## src/hw/rtl/mpfc_pkg.sv

```systemverilog
// ----------------------------------------------------------------------------
// mpfc_pkg
// Shared widths, codes and controller/datapath handshake types for the
// reciprocal frequency counter.
// ----------------------------------------------------------------------------
package mpfc_pkg;

   localparam int TIME_BITS     = 32;
   localparam int COUNT_BITS    = 10;
   localparam int FRACTION_BITS = 8;
   localparam int FREQ_BITS     = 38;
   localparam int OP_BITS       = 2;
   localparam int MODE_BITS     = 2;

   // microseconds per second, as a multiplier constant
   localparam int US_BITS = 20;
   localparam logic [US_BITS-1:0] US_PER_S = US_BITS'(1000000);

   // edge count with room for the wrapped case of 2^COUNT_BITS
   localparam int N_BITS    = COUNT_BITS + 1;
   localparam int PROD_BITS = N_BITS + US_BITS;
   localparam int DIV_STEPS = FREQ_BITS;
   localparam int STEP_BITS = $clog2(DIV_STEPS);

   localparam logic [COUNT_BITS-1:0] EDGE_COUNT_RESET = COUNT_BITS'(10);

   typedef logic [OP_BITS-1:0]    op_type;
   typedef logic [MODE_BITS-1:0]  mode_type;
   typedef logic [TIME_BITS-1:0]  time_type;
   typedef logic [COUNT_BITS-1:0] count_type;
   typedef logic [FREQ_BITS-1:0]  freq_type;

   localparam op_type OP_ARM   = 2'd0;
   localparam op_type OP_EDGE  = 2'd1;
   localparam op_type OP_QUERY = 2'd2;

   localparam mode_type MODE_IDLE     = 2'd0;
   localparam mode_type MODE_LAUNCH   = 2'd1;
   localparam mode_type MODE_COUNTING = 2'd2;
   localparam mode_type MODE_DONE     = 2'd3;

   typedef struct packed {
      logic accept;  // take the request word, update measurement state
      logic prep;    // load dividend or clear the quotient
      logic step;    // one restoring divide step
      logic load;    // move result into the output register
   } cmd_type;

   typedef struct packed {
      logic need_div;
      logic div_last;
      logic out_busy;
   } status_type;

endpackage

```

## src/hw/rtl/mpfc_req_if.sv

```systemverilog
// ----------------------------------------------------------------------------
// mpfc_req_if
// Request channel: operation code and event timestamp.
// ----------------------------------------------------------------------------
interface mpfc_req_if;
   logic                         valid;
   logic                         ready;
   logic [1:0]                   operation;
   logic [31:0]                  timestamp_us;

   modport source (output valid, output operation, output timestamp_us, input ready);
   modport sink   (input valid, input operation, input timestamp_us, output ready);
endinterface

```

## src/hw/rtl/mpfc_rsp_if.sv

```systemverilog
// ----------------------------------------------------------------------------
// mpfc_rsp_if
// Response channel: state, done flag, period and frequency.
// ----------------------------------------------------------------------------
interface mpfc_rsp_if;
   logic        valid;
   logic        ready;
   logic [1:0]  mode;
   logic        done_res;
   logic [31:0] period_us;
   logic [37:0] frequency_q8;

   modport source (output valid, output mode, output done_res, output period_us,
                   output frequency_q8, input ready);
   modport sink   (input valid, input mode, input done_res, input period_us,
                   input frequency_q8, output ready);
endinterface

```

## src/hw/rtl/mpfc_ctrl.sv

```systemverilog
// ----------------------------------------------------------------------------
// mpfc_ctrl
// Sequencer: accept a request word, prepare, run the divider when a division
// is needed, hand the result to the output register.
// ----------------------------------------------------------------------------
module mpfc_ctrl (
   input  logic                 clock,
   input  logic                 reset,
   input  logic                 req_valid,
   output logic                 req_ready,
   input  mpfc_pkg::status_type status,
   output mpfc_pkg::cmd_type    cmd
);
   import mpfc_pkg::*;

   localparam logic [1:0] S_IDLE = 2'd0;
   localparam logic [1:0] S_PREP = 2'd1;
   localparam logic [1:0] S_DIV  = 2'd2;
   localparam logic [1:0] S_LOAD = 2'd3;

   logic [1:0] state_ff, state_in;

   always_ff @(posedge clock) begin
      if (reset) begin
         state_ff <= S_IDLE;
      end else begin
         state_ff <= state_in;
      end
   end

   always_comb begin
      state_in   = state_ff;
      cmd        = '0;
      req_ready  = 1'b0;
      case (state_ff)
         S_IDLE: begin
            req_ready = 1'b1;
            if (req_valid) begin
               cmd.accept = 1'b1;
               state_in   = S_PREP;
            end
         end
         S_PREP: begin
            cmd.prep = 1'b1;
            state_in = status.need_div ? S_DIV : S_LOAD;
         end
         S_DIV: begin
            cmd.step = 1'b1;
            if (status.div_last) begin
               state_in = S_LOAD;
            end
         end
         S_LOAD: begin
            if (!status.out_busy) begin
               cmd.load = 1'b1;
               state_in = S_IDLE;
            end
         end
         default: begin
            state_in = S_IDLE;
         end
      endcase
   end

endmodule

```

## src/hw/rtl/mpfc_datapath.sv

```systemverilog
// ----------------------------------------------------------------------------
// mpfc_datapath
// Measurement state, edge_count register, numerator multiply, restoring
// divider and the output register.
// ----------------------------------------------------------------------------
module mpfc_datapath (
   input  logic                  clock,
   input  logic                  reset,
   input  logic                  csr_we,
   input  mpfc_pkg::count_type   csr_wdata,
   input  mpfc_pkg::op_type      req_operation,
   input  mpfc_pkg::time_type    req_timestamp_us,
   input  mpfc_pkg::cmd_type     cmd,
   output mpfc_pkg::status_type  status,
   input  logic                  rsp_ready,
   output logic                  rsp_valid,
   output mpfc_pkg::mode_type    rsp_mode,
   output logic                  rsp_done_res,
   output mpfc_pkg::time_type    rsp_period_us,
   output mpfc_pkg::freq_type    rsp_frequency_q8
);
   import mpfc_pkg::*;

   count_type edge_count_ff;
   mode_type  mode_ff, mode_in;
   time_type  start_ff, start_in;
   time_type  period_ff, period_in;
   count_type seen_ff, seen_in;

   logic [TIME_BITS:0]   rem_ff;
   freq_type             quo_ff;
   logic [STEP_BITS-1:0] step_ff;

   logic                 out_valid_ff;
   mode_type             out_mode_ff;
   time_type             out_period_ff;
   freq_type             out_freq_ff;

   logic [N_BITS-1:0]    n_val;
   logic [PROD_BITS-1:0] product;
   freq_type             numerator;
   logic [TIME_BITS:0]   rem_shift;
   logic                 fits;
   count_type            seen_inc;

   // configuration register
   always_ff @(posedge clock) begin
      if (reset) begin
         edge_count_ff <= EDGE_COUNT_RESET;
      end else if (csr_we) begin
         edge_count_ff <= csr_wdata;
      end
   end

   // measurement state update
   always_comb begin
      mode_in   = mode_ff;
      start_in  = start_ff;
      period_in = period_ff;
      seen_in   = seen_ff;
      seen_inc  = seen_ff + 1'b1;
      case (req_operation)
         OP_ARM: begin
            mode_in   = MODE_LAUNCH;
            period_in = '0;
            seen_in   = '0;
         end
         OP_EDGE: begin
            if (mode_ff == MODE_COUNTING) begin
               seen_in = seen_inc;
               if (seen_inc == edge_count_ff) begin
                  period_in = req_timestamp_us - start_ff;
                  mode_in   = MODE_DONE;
               end
            end else if (mode_ff == MODE_LAUNCH) begin
               start_in = req_timestamp_us;
               mode_in  = MODE_COUNTING;
            end
         end
         default: begin
         end
      endcase
   end

   always_ff @(posedge clock) begin
      if (reset) begin
         mode_ff   <= MODE_IDLE;
         start_ff  <= '0;
         period_ff <= '0;
         seen_ff   <= '0;
      end else if (cmd.accept) begin
         mode_ff   <= mode_in;
         start_ff  <= start_in;
         period_ff <= period_in;
         seen_ff   <= seen_in;
      end
   end

   // numerator n * 1e6 * 2^fraction, n = 2^count_bits when edge_count is zero
   always_comb begin
      n_val     = (edge_count_ff == '0) ? N_BITS'(1) << COUNT_BITS
                                        : {1'b0, edge_count_ff};
      product   = PROD_BITS'(n_val) * PROD_BITS'(US_PER_S);
      numerator = FREQ_BITS'({product, {FRACTION_BITS{1'b0}}});
   end

   // restoring divide, dividend shifted out of the top of the quotient
   always_comb begin
      rem_shift = {rem_ff[TIME_BITS-1:0], quo_ff[FREQ_BITS-1]};
      fits      = rem_shift >= {1'b0, period_ff};
   end

   always_ff @(posedge clock) begin
      if (cmd.prep) begin
         rem_ff  <= '0;
         step_ff <= '0;
         quo_ff  <= status.need_div ? numerator : '0;
      end else if (cmd.step) begin
         rem_ff  <= fits ? rem_shift - {1'b0, period_ff} : rem_shift;
         quo_ff  <= {quo_ff[FREQ_BITS-2:0], fits};
         step_ff <= step_ff + 1'b1;
      end
   end

   assign status.need_div = (mode_ff == MODE_DONE) && (period_ff != '0);
   assign status.div_last = (step_ff == STEP_BITS'(DIV_STEPS - 1));
   assign status.out_busy = out_valid_ff && !rsp_ready;

   // output register
   always_ff @(posedge clock) begin
      if (reset) begin
         out_valid_ff <= 1'b0;
      end else if (cmd.load) begin
         out_valid_ff <= 1'b1;
      end else if (rsp_ready) begin
         out_valid_ff <= 1'b0;
      end
   end

   always_ff @(posedge clock) begin
      if (cmd.load) begin
         out_mode_ff   <= mode_ff;
         out_period_ff <= period_ff;
         out_freq_ff   <= quo_ff;
      end
   end

   assign rsp_valid        = out_valid_ff;
   assign rsp_mode         = out_mode_ff;
   assign rsp_done_res     = (out_mode_ff == MODE_DONE);
   assign rsp_period_us    = out_period_ff;
   assign rsp_frequency_q8 = out_freq_ff;

endmodule

```

## src/hw/rtl/multi_period_frequency_counter_unit.sv

```systemverilog
// ----------------------------------------------------------------------------
// multi_period_frequency_counter_unit
// Reciprocal frequency counter: arm, timestamp edges, report period
// and frequency in Q8 Hz.
// ----------------------------------------------------------------------------
// Each request word yields one response word. A word that leaves the counter
// in done with a nonzero period passes through accept, prepare, 38 steps of
// the restoring divider and load; any other word skips the divider, which
// is 38 bits wide and makes one quotient bit per cycle. A new request is
// taken once the previous one has reached the output register, so the
// response may wait on rsp_chan.ready while the next request is already
// being worked on. The user must write edge_count via csr_we only while no
// request is in flight (the block does not check); a zero edge_count stands for 1024 (2^COUNT_BITS).
module multi_period_frequency_counter_unit (
   input  logic                clock,
   input  logic                reset,
   input  logic                csr_we,
   input  mpfc_pkg::count_type csr_wdata,
   mpfc_req_if.sink            req_chan,
   mpfc_rsp_if.source          rsp_chan
);
   import mpfc_pkg::*;

   cmd_type    cmd;
   status_type status;

   mpfc_ctrl u_ctrl (
      .clock     (clock),
      .reset     (reset),
      .req_valid (req_chan.valid),
      .req_ready (req_chan.ready),
      .status    (status),
      .cmd       (cmd)
   );

   mpfc_datapath u_datapath (
      .clock            (clock),
      .reset            (reset),
      .csr_we           (csr_we),
      .csr_wdata        (csr_wdata),
      .req_operation    (req_chan.operation),
      .req_timestamp_us (req_chan.timestamp_us),
      .cmd              (cmd),
      .status           (status),
      .rsp_ready        (rsp_chan.ready),
      .rsp_valid        (rsp_chan.valid),
      .rsp_mode         (rsp_chan.mode),
      .rsp_done_res     (rsp_chan.done_res),
      .rsp_period_us    (rsp_chan.period_us),
      .rsp_frequency_q8 (rsp_chan.frequency_q8)
   );

endmodule

```

## src/flat_wrapper.sv

```systemverilog
// flat-port wrapper written by rule: the top's interface ports become plain ports
module multi_period_frequency_counter_unit_flat import mpfc_pkg::*;
  (clock, reset, csr_we, csr_wdata, req_chan_valid, req_chan_operation, req_chan_timestamp_us, req_chan_ready, rsp_chan_valid, rsp_chan_mode, rsp_chan_done_res, rsp_chan_period_us, rsp_chan_frequency_q8, rsp_chan_ready);
  mpfc_req_if req_chan_i ();
  mpfc_rsp_if rsp_chan_i ();
  input  logic clock;
  input  logic reset;
  input  logic csr_we;
  input  mpfc_pkg::count_type csr_wdata;
  input wire logic [$bits(req_chan_i.valid)-1:0] req_chan_valid;
  input wire logic [$bits(req_chan_i.operation)-1:0] req_chan_operation;
  input wire logic [$bits(req_chan_i.timestamp_us)-1:0] req_chan_timestamp_us;
  output wire logic [$bits(req_chan_i.ready)-1:0] req_chan_ready;
  output wire logic [$bits(rsp_chan_i.valid)-1:0] rsp_chan_valid;
  output wire logic [$bits(rsp_chan_i.mode)-1:0] rsp_chan_mode;
  output wire logic [$bits(rsp_chan_i.done_res)-1:0] rsp_chan_done_res;
  output wire logic [$bits(rsp_chan_i.period_us)-1:0] rsp_chan_period_us;
  output wire logic [$bits(rsp_chan_i.frequency_q8)-1:0] rsp_chan_frequency_q8;
  input wire logic [$bits(rsp_chan_i.ready)-1:0] rsp_chan_ready;
  assign req_chan_i.valid = req_chan_valid;
  assign req_chan_i.operation = req_chan_operation;
  assign req_chan_i.timestamp_us = req_chan_timestamp_us;
  assign req_chan_ready = req_chan_i.ready;
  assign rsp_chan_valid = rsp_chan_i.valid;
  assign rsp_chan_mode = rsp_chan_i.mode;
  assign rsp_chan_done_res = rsp_chan_i.done_res;
  assign rsp_chan_period_us = rsp_chan_i.period_us;
  assign rsp_chan_frequency_q8 = rsp_chan_i.frequency_q8;
  assign rsp_chan_i.ready = rsp_chan_ready;
  multi_period_frequency_counter_unit u_core (.clock(clock), .reset(reset), .csr_we(csr_we), .csr_wdata(csr_wdata), .req_chan(req_chan_i), .rsp_chan(rsp_chan_i));
endmodule
```

## config.mk

```make
export PLATFORM = sky130hd
export DESIGN_NAME = multi_period_frequency_counter_unit_flat
export DESIGN_NICKNAME = d
export VERILOG_FILES = /design/src/hw/rtl/mpfc_pkg.sv /design/src/hw/rtl/mpfc_req_if.sv /design/src/hw/rtl/mpfc_rsp_if.sv /design/src/hw/rtl/mpfc_ctrl.sv /design/src/hw/rtl/mpfc_datapath.sv /design/src/hw/rtl/multi_period_frequency_counter_unit.sv /design/src/flat_wrapper.sv
export SDC_FILE = /design/constraint.sdc
export NUM_CORES = 1
export LEC_CHECK = 0
export ABC_AREA = 1
export CORE_MARGIN = 2
export CORE_UTILIZATION = 45
export DETAILED_ROUTE_END_ITERATION = 12
export DONT_BUFFER_PORTS = 1
export PLACE_DENSITY = 0.63
export SYNTH_ARGS = -nofsm -noshare
export SYNTH_HDL_FRONTEND = slang
export SYNTH_SLANG_ARGS = --single-unit
```

## constraint.sdc

```tcl
create_clock -name clock -period 7.4 [get_ports clock]
set_input_delay 1.11 -clock clock [delete_from_list [all_inputs] [get_ports clock]]
set_output_delay 1.11 -clock clock [all_outputs]
set_load 0.005 [all_outputs]
```

== Yosys cells after proc, flatten, opt, wreduce, memory -nomap -nowiden ==
Index checks and enable logic that the tools add are counted.
Storage, ports and cells
  bits in registers: 237
  output and inout bits: 75
  logic and storage cells: 80
Operators by class
  add/subtract/negate cells: 4
  multipliers: 1
  $lt $le $gt $ge: 1
  equality and inequality tests: 17
  mux-type cells: 28
  bitwise logic cells: 1
  reductions and logical operators: 15
Operators with widths (number)
  38-bit 2-to-1 mux: 3
  32-bit 2-to-1 mux: 3
  32-bit case mux with 2 select lines: 1
  32-bit subtractor: 2
  33-bit by 32-bit >= comparator with 1-bit output: 1
  32-bit nonzero test: 1
  11-bit by 14-bit multiplier with 24-bit output (second input constant): 1
  10-bit case mux with 2 select lines: 1
  2-bit 2-to-1 mux: 6
  4-bit AND reduction: 3
  11-bit 2-to-1 mux: 1
  10-bit by 1-bit adder with 10-bit output (second input constant): 1
  10-bit equality test: 1
  2-bit equality test (second input constant): 5
  10-bit logical NOT: 1
  1-bit 2-to-1 mux: 10
  10-bit 2-to-1 mux: 1
  2-bit inequality test (second input constant): 4
  2-bit case mux with 4 select lines: 1
  6-bit by 1-bit adder with 6-bit output (second input constant): 1
  2-bit by 1-bit equality test with 1-bit output (second input constant): 3
  6-bit equality test (second input constant): 1
  3-bit inequality test (second input constant): 2
  3-bit AND reduction: 2
  7 further kinds: 11

== Longest topological paths before layout ==
  word-level depth: 5
  depth in mapped cells: 32

== Cells and area by module ==
From an unflattened synthesis, not the netlist that was laid out.
Second synthesis, totals
  cells, all modules: 2227
  area, all modules: 16233.1 um2
Modules (own cells, without submodules)
  mpfc_datapath: times used 1, cells an instance 2194, area each 16021.6 um2, sequential area each 5805.6 um2
  mpfc_ctrl: times used 1, cells an instance 33, area each 211.5 um2, sequential area each 40.0 um2

== Worst setup path after synthesis ==
Ideal clock, no wire load.
  path type: in2reg
  start: input rsp_chan_ready
  end: register u_core.u_datapath.out_freq_ff[0], in the netlist u_core.u_datapath.rsp_frequency_q8[0] (enable)
  data arrival time: 4622 ps
  path slack: 2253 ps
  stages: 2
  path buffers: 0
  cells stage by stage: inv_1 -> a21oi_1
RTL lines
  start: declaration: line flat_wrapper.sv:19  | input wire logic [$bits(rsp_chan_i.ready)-1:0] rsp_chan_ready;
  end signal: assignment: line mpfc_datapath.sv:144  | out_freq_ff <= quo_ff;
  end: declaration: line mpfc_datapath.sv:37  | freq_type out_freq_ff;

== Final worst setup path ==
  start: register u_core.u_datapath.edge_count_ff[6]
  end: register u_core.u_datapath.quo_ff[34] (data pin)
On the way
  cells in the longest elaborated chain, start to end: 5
Ends and longest elaborated chain
  start: declaration: line mpfc_datapath.sv:24  | count_type edge_count_ff;
  start signal: assignment: line mpfc_datapath.sv:51  | edge_count_ff <= csr_wdata;
  10-bit logical NOT: line mpfc_datapath.sv:101  | n_val = (edge_count_ff == '0) ? N_BITS'(1) << COUNT_BITS
  11-bit 2-to-1 mux (*): line mpfc_datapath.sv:101
  11-bit by 14-bit multiplier with 24-bit output (*): line mpfc_datapath.sv:103  | product = PROD_BITS'(n_val) * PROD_BITS'(US_PER_S);
  38-bit 2-to-1 mux (*): line mpfc_datapath.sv:117  | quo_ff <= status.need_div ? numerator : '0;
  38-bit 2-to-1 mux (*): line mpfc_datapath.sv:114  | if (cmd.prep) begin
  end signal: assignment: line mpfc_datapath.sv:117
  end signal: assignment: line mpfc_datapath.sv:120  | quo_ff <= {quo_ff[FREQ_BITS-2:0], fits};
  end: declaration: line mpfc_datapath.sv:31  | freq_type quo_ff;
Mark *: on every way between the ends. The rest lies on a longest branch, timed or not.
A chain may end at the register's enable or synchronous reset.

==> metrics.md <==
| Metric | Value |
|---|---|
| Core Area | `around 36000 µm²` |
| Switch share | `0.425` |
| CP required | `between 7000 and 8000 ps` |
| CTS sink count | `about 240` |
| Worst Max-Slew Pin Slew | `about 1200 ps` |
| Net count, final | `~2500` |
| P per Cell Area | `approximately 360 nW/µm²` |
| CP max stage delay | `~530 ps` |
| Status | `complete, no violations` |
| Synth Cell Area | `roughly 16000 µm²` |
| Clock Skew | `roughly 14 ps` |
| Total track usage | `0.232` |
| Endpoints failing setup | `0` |
| WHS Path Cells | `0` |
| Most used cell, CP | `nand2_1` |
| CTS buffer count | `27` |
| Layout area overhead | `8.28%` |
| CP Capture Type | `flop` |
| I/O Pins | `124` |
| Post-CTS setup repair buffer count | `0` |
| Yosys Warn Count | `0` |
| Pleak | `approximately 8.3 nW` |
| TritonRoute pass-1 iters | `5` |
| Setup TNS | `0 ps` |
| Most frequent cells in the layout | `nand2_1, inv_1, nor2_1` |
| Crit path max fanout | `11` |
| Setup CP Type | `flop to flop` |
| Final Hold Viols | `0` |
| Post-synth EDFFs | `110` |
| Fin crit share | `0.751` |
| Util after Layout | `0.490` |
| Die width | `195 µm` |
| Worst VDD drop | `~160 µV` |
| Internal reg-to-reg setup slack | `1840 ps` |
| Routed Wire Length | `about 44 mm` |
| ANT cells | `0` |
| Share of cells above drive strength 1 | `0.0398` |
| Height of the chip | `195 µm` |
| Cts repair resizes | `0` |
| Clk slew on worst S/H paths | `60 ps` |
| Unique masters post-synth | `42` |
| Commonest non-fill, non-tap cell in the layout | `nand2_1` |
| Fin. max-slew vios | `0` |
| Setup ws final | `approximately 1800 ps` |
| Ys async rst share | `0` |
| # hold bufs at CTS | `0` |
| Max Freq | `about 180 MHz` |
| Final weighted congestion in routability-driven placement | `a little over 0.9` |
| Hold WC Path Type | `flop to flop` |
| Initial Utilization | `0.453` |
| Min Tclk post-route | `roughly 5600 ps` |
| Remaining DRCs | `0` |
| CTS root buffer | `clkbuf_16` |
| ANT nets after route | `0` |
| NetSw | `2.71 mW` |
| Iteration-0 DRC Markers | `approximately 790` |
| Congestion Overflow GR | `0` |
| RSZ-0062 raised after global routing | `false` |
| Synthesized area per cell | `roughly 7.3 µm²` |
| Clock Power Share | `0.222` |
| First-pass GRT wire length | `roughly 70 mm` |
| Clk_lat worst skew | `550 ps` |
| Internal cell power | `~3.7 mW` |
| H-tree lvl count | `1` |
| Average wire per standard cell | `around 16 µm` |
| Full die area | `roughly 38000 µm²` |
| Largest net degree at the start of global routing | `between 70 and 80` |
| Worst EP arrival | `5850 ps` |
| Rel. slew slack | `0.219` |
| FF+latch count, synth | `approximately 240` |
| Critical Path Slowest Stage Cell | `fa_1` |
| HPWL after detailed placement | `about 35 mm` |
| Vias in the first global route | `roughly 13000` |
| Num rows | `70` |
| Synthesized instance count | `2259` |
| Longest Clk Path Bufs | `3` |
| Number of buffers added on ports | `0` |
| Net Count, Synth | `~2500` |
| Via density | `between 5 and 6` |
| Reg power frac | `0.303` |
| Worst R2R Path Depth | `31` |
| Antenna violations before repair | `0` |
| Synth Flop Type | `dfxtp_1` |
| Sequential area share after synthesis | `0.355` |
| Total of max-cap violations | `0` |
| Crit start category | `flop` |
| Logic pwr share | `0.475` |
| TritonCTS clock tree | `yes` |
| DP Worst Slack | `roughly 1900 ps` |
| Vias | `~14000` |
flip-flops by register name, indices dropped and copies added, names as in the netlist:
| signal | flops |
|---|---|
| u_core.u_datapath.rsp_mode | 2 |
| u_core.u_datapath.step_ff | 6 |
| u_core.u_datapath.period_ff | 32 |
| u_core.u_datapath.rsp_period_us | 32 |
| u_core.u_datapath.edge_count_ff | 10 |
| u_core.u_datapath.rsp_valid | 1 |
| u_core.u_datapath.mode_ff | 2 |
| u_core.u_datapath.rem_ff | 32 |
| u_core.u_datapath.start_ff | 32 |
| u_core.u_datapath.rsp_frequency_q8 | 38 |
| u_core.u_ctrl.state_ff | 2 |
| u_core.u_datapath.seen_ff | 10 |
| u_core.u_datapath.quo_ff | 38 |
metrics by stage:
stage               total power [mW]  std cells  cell area, µm²  hold WS, ps
CTS                             6.42       2729           17800          448
global route                    6.93       2729           17800          457
global placement                4.96       2680           16900          434
finish                          6.38       2729           17800          448
detailed placement              4.98       2680           16900          433
floorplan                       4.23       2259           16500          426
routing by layer:
| layer | vias up | share of wire | track usage | wire length, µm |
|---|---|---|---|---|
| li1 | 7301 | - | - | - |
| met1 | 6522 | 0.48 | 0.322 | 21200 |
| met2 | 272 | 0.45 | 0.378 | 19900 |
| met3 | 55 | 0.053 | 0.0420 | 2350 |
| met4 | 0 | 0.023 | 0.0551 | 1020 |
| met5 | - | 0 | 0 | 0 |
cell usage after synthesis, types with 2 or more instances:
cell type,number,share of area
a21o_1,6,0.0027
or2_2,9,0.0034
o21bai_1,15,0.0068
nor2_2,2,0.00076
and2_1,4,0.0015
a31oi_1,2,0.00076
inv_1,335,0.076
nand3_2,2,0.0012
nor4_1,11,0.0042
edfxtp_1,110,0.20
nand2_4,2,0.0014
nor3_1,21,0.0064
xnor2_1,24,0.013
fa_1,26,0.032
nand2_2,3,0.0011
ha_1,148,0.11
a21oi_2,10,0.0053
clkinv_1,3,0.00068
clkbuf_1,43,0.0098
o21a_1,2,0.00091
buf_4,3,0.0014
nand3_1,148,0.045
nor2_1,201,0.046
nand2_1,618,0.14
nand4_1,24,0.0091
dfxtp_1,127,0.15
xor2_1,5,0.0027
nand3b_1,45,0.021
buf_2,7,0.0021
o21ai_0,100,0.030
a21oi_1,187,0.057
a22o_1,4,0.0021
buf_1,3,0.00068
worst max-delay path: cells and delay by family, from the launching register on:
| kind | cells | cell delay [ps] |
|---|---|---|
| AND/OR/NAND/NOR | 16 | 1690 |
| adder cells (fa/ha/maj) | 7 | 2380 |
| flip-flops | 1 | 380 |
| buffers and inverters | 7 | 770 |
| AO/OA/AOI/OAI | 1 | 70 |
area by class of cell:
cell class,instances,area (µm²)
clock buffers,34,732
repair buffers,11,82.6
fillers,3613,18500
flip-flops and latches,237,5850
multi-input cells,1626,9100
inverters,338,1270
clock inverters,15,204
well taps,468,586
worst paths after layout:
path	startpoint	to
worst max-delay path	u_core.u_datapath.edge_count_ff[6]$_SDFFE_PP0P_	u_core.u_datapath.quo_ff[34]$_DFFE_PP_
worst min-delay path	u_core.u_datapath.quo_ff[5]$_SDFFCE_PP0P_	u_core.u_datapath.rsp_frequency_q8[5]$_DFFE_PP_
worst max register to register	u_core.u_datapath.edge_count_ff[6]$_SDFFE_PP0P_	u_core.u_datapath.quo_ff[34]$_DFFE_PP_
worst min register to register	u_core.u_datapath.quo_ff[5]$_SDFFCE_PP0P_	u_core.u_datapath.rsp_frequency_q8[5]$_DFFE_PP_
power groups by stage:
stage,clock (mW),sequential [mW],combinational [mW]
after floorplan,0,1.89,2.34
after global routing,1.50,1.96,3.47
after CTS,1.45,1.94,3.04
after detailed placement,0,1.96,3.02
final,1.41,1.94,3.03
after global placement,0,1.96,3.00
cell families after synthesis:
group / count (synthesis) / share of synthesized area
fa+ha+maj: 174 / 0.144
flops: 237 / 0.355
xor+xnor: 30 / 0.0168
simple gates: 1091 / 0.282
compound gates: 331 / 0.108
buf+inv: 396 / 0.0932
No activity file was read; power rests on OpenSTA's default activity.
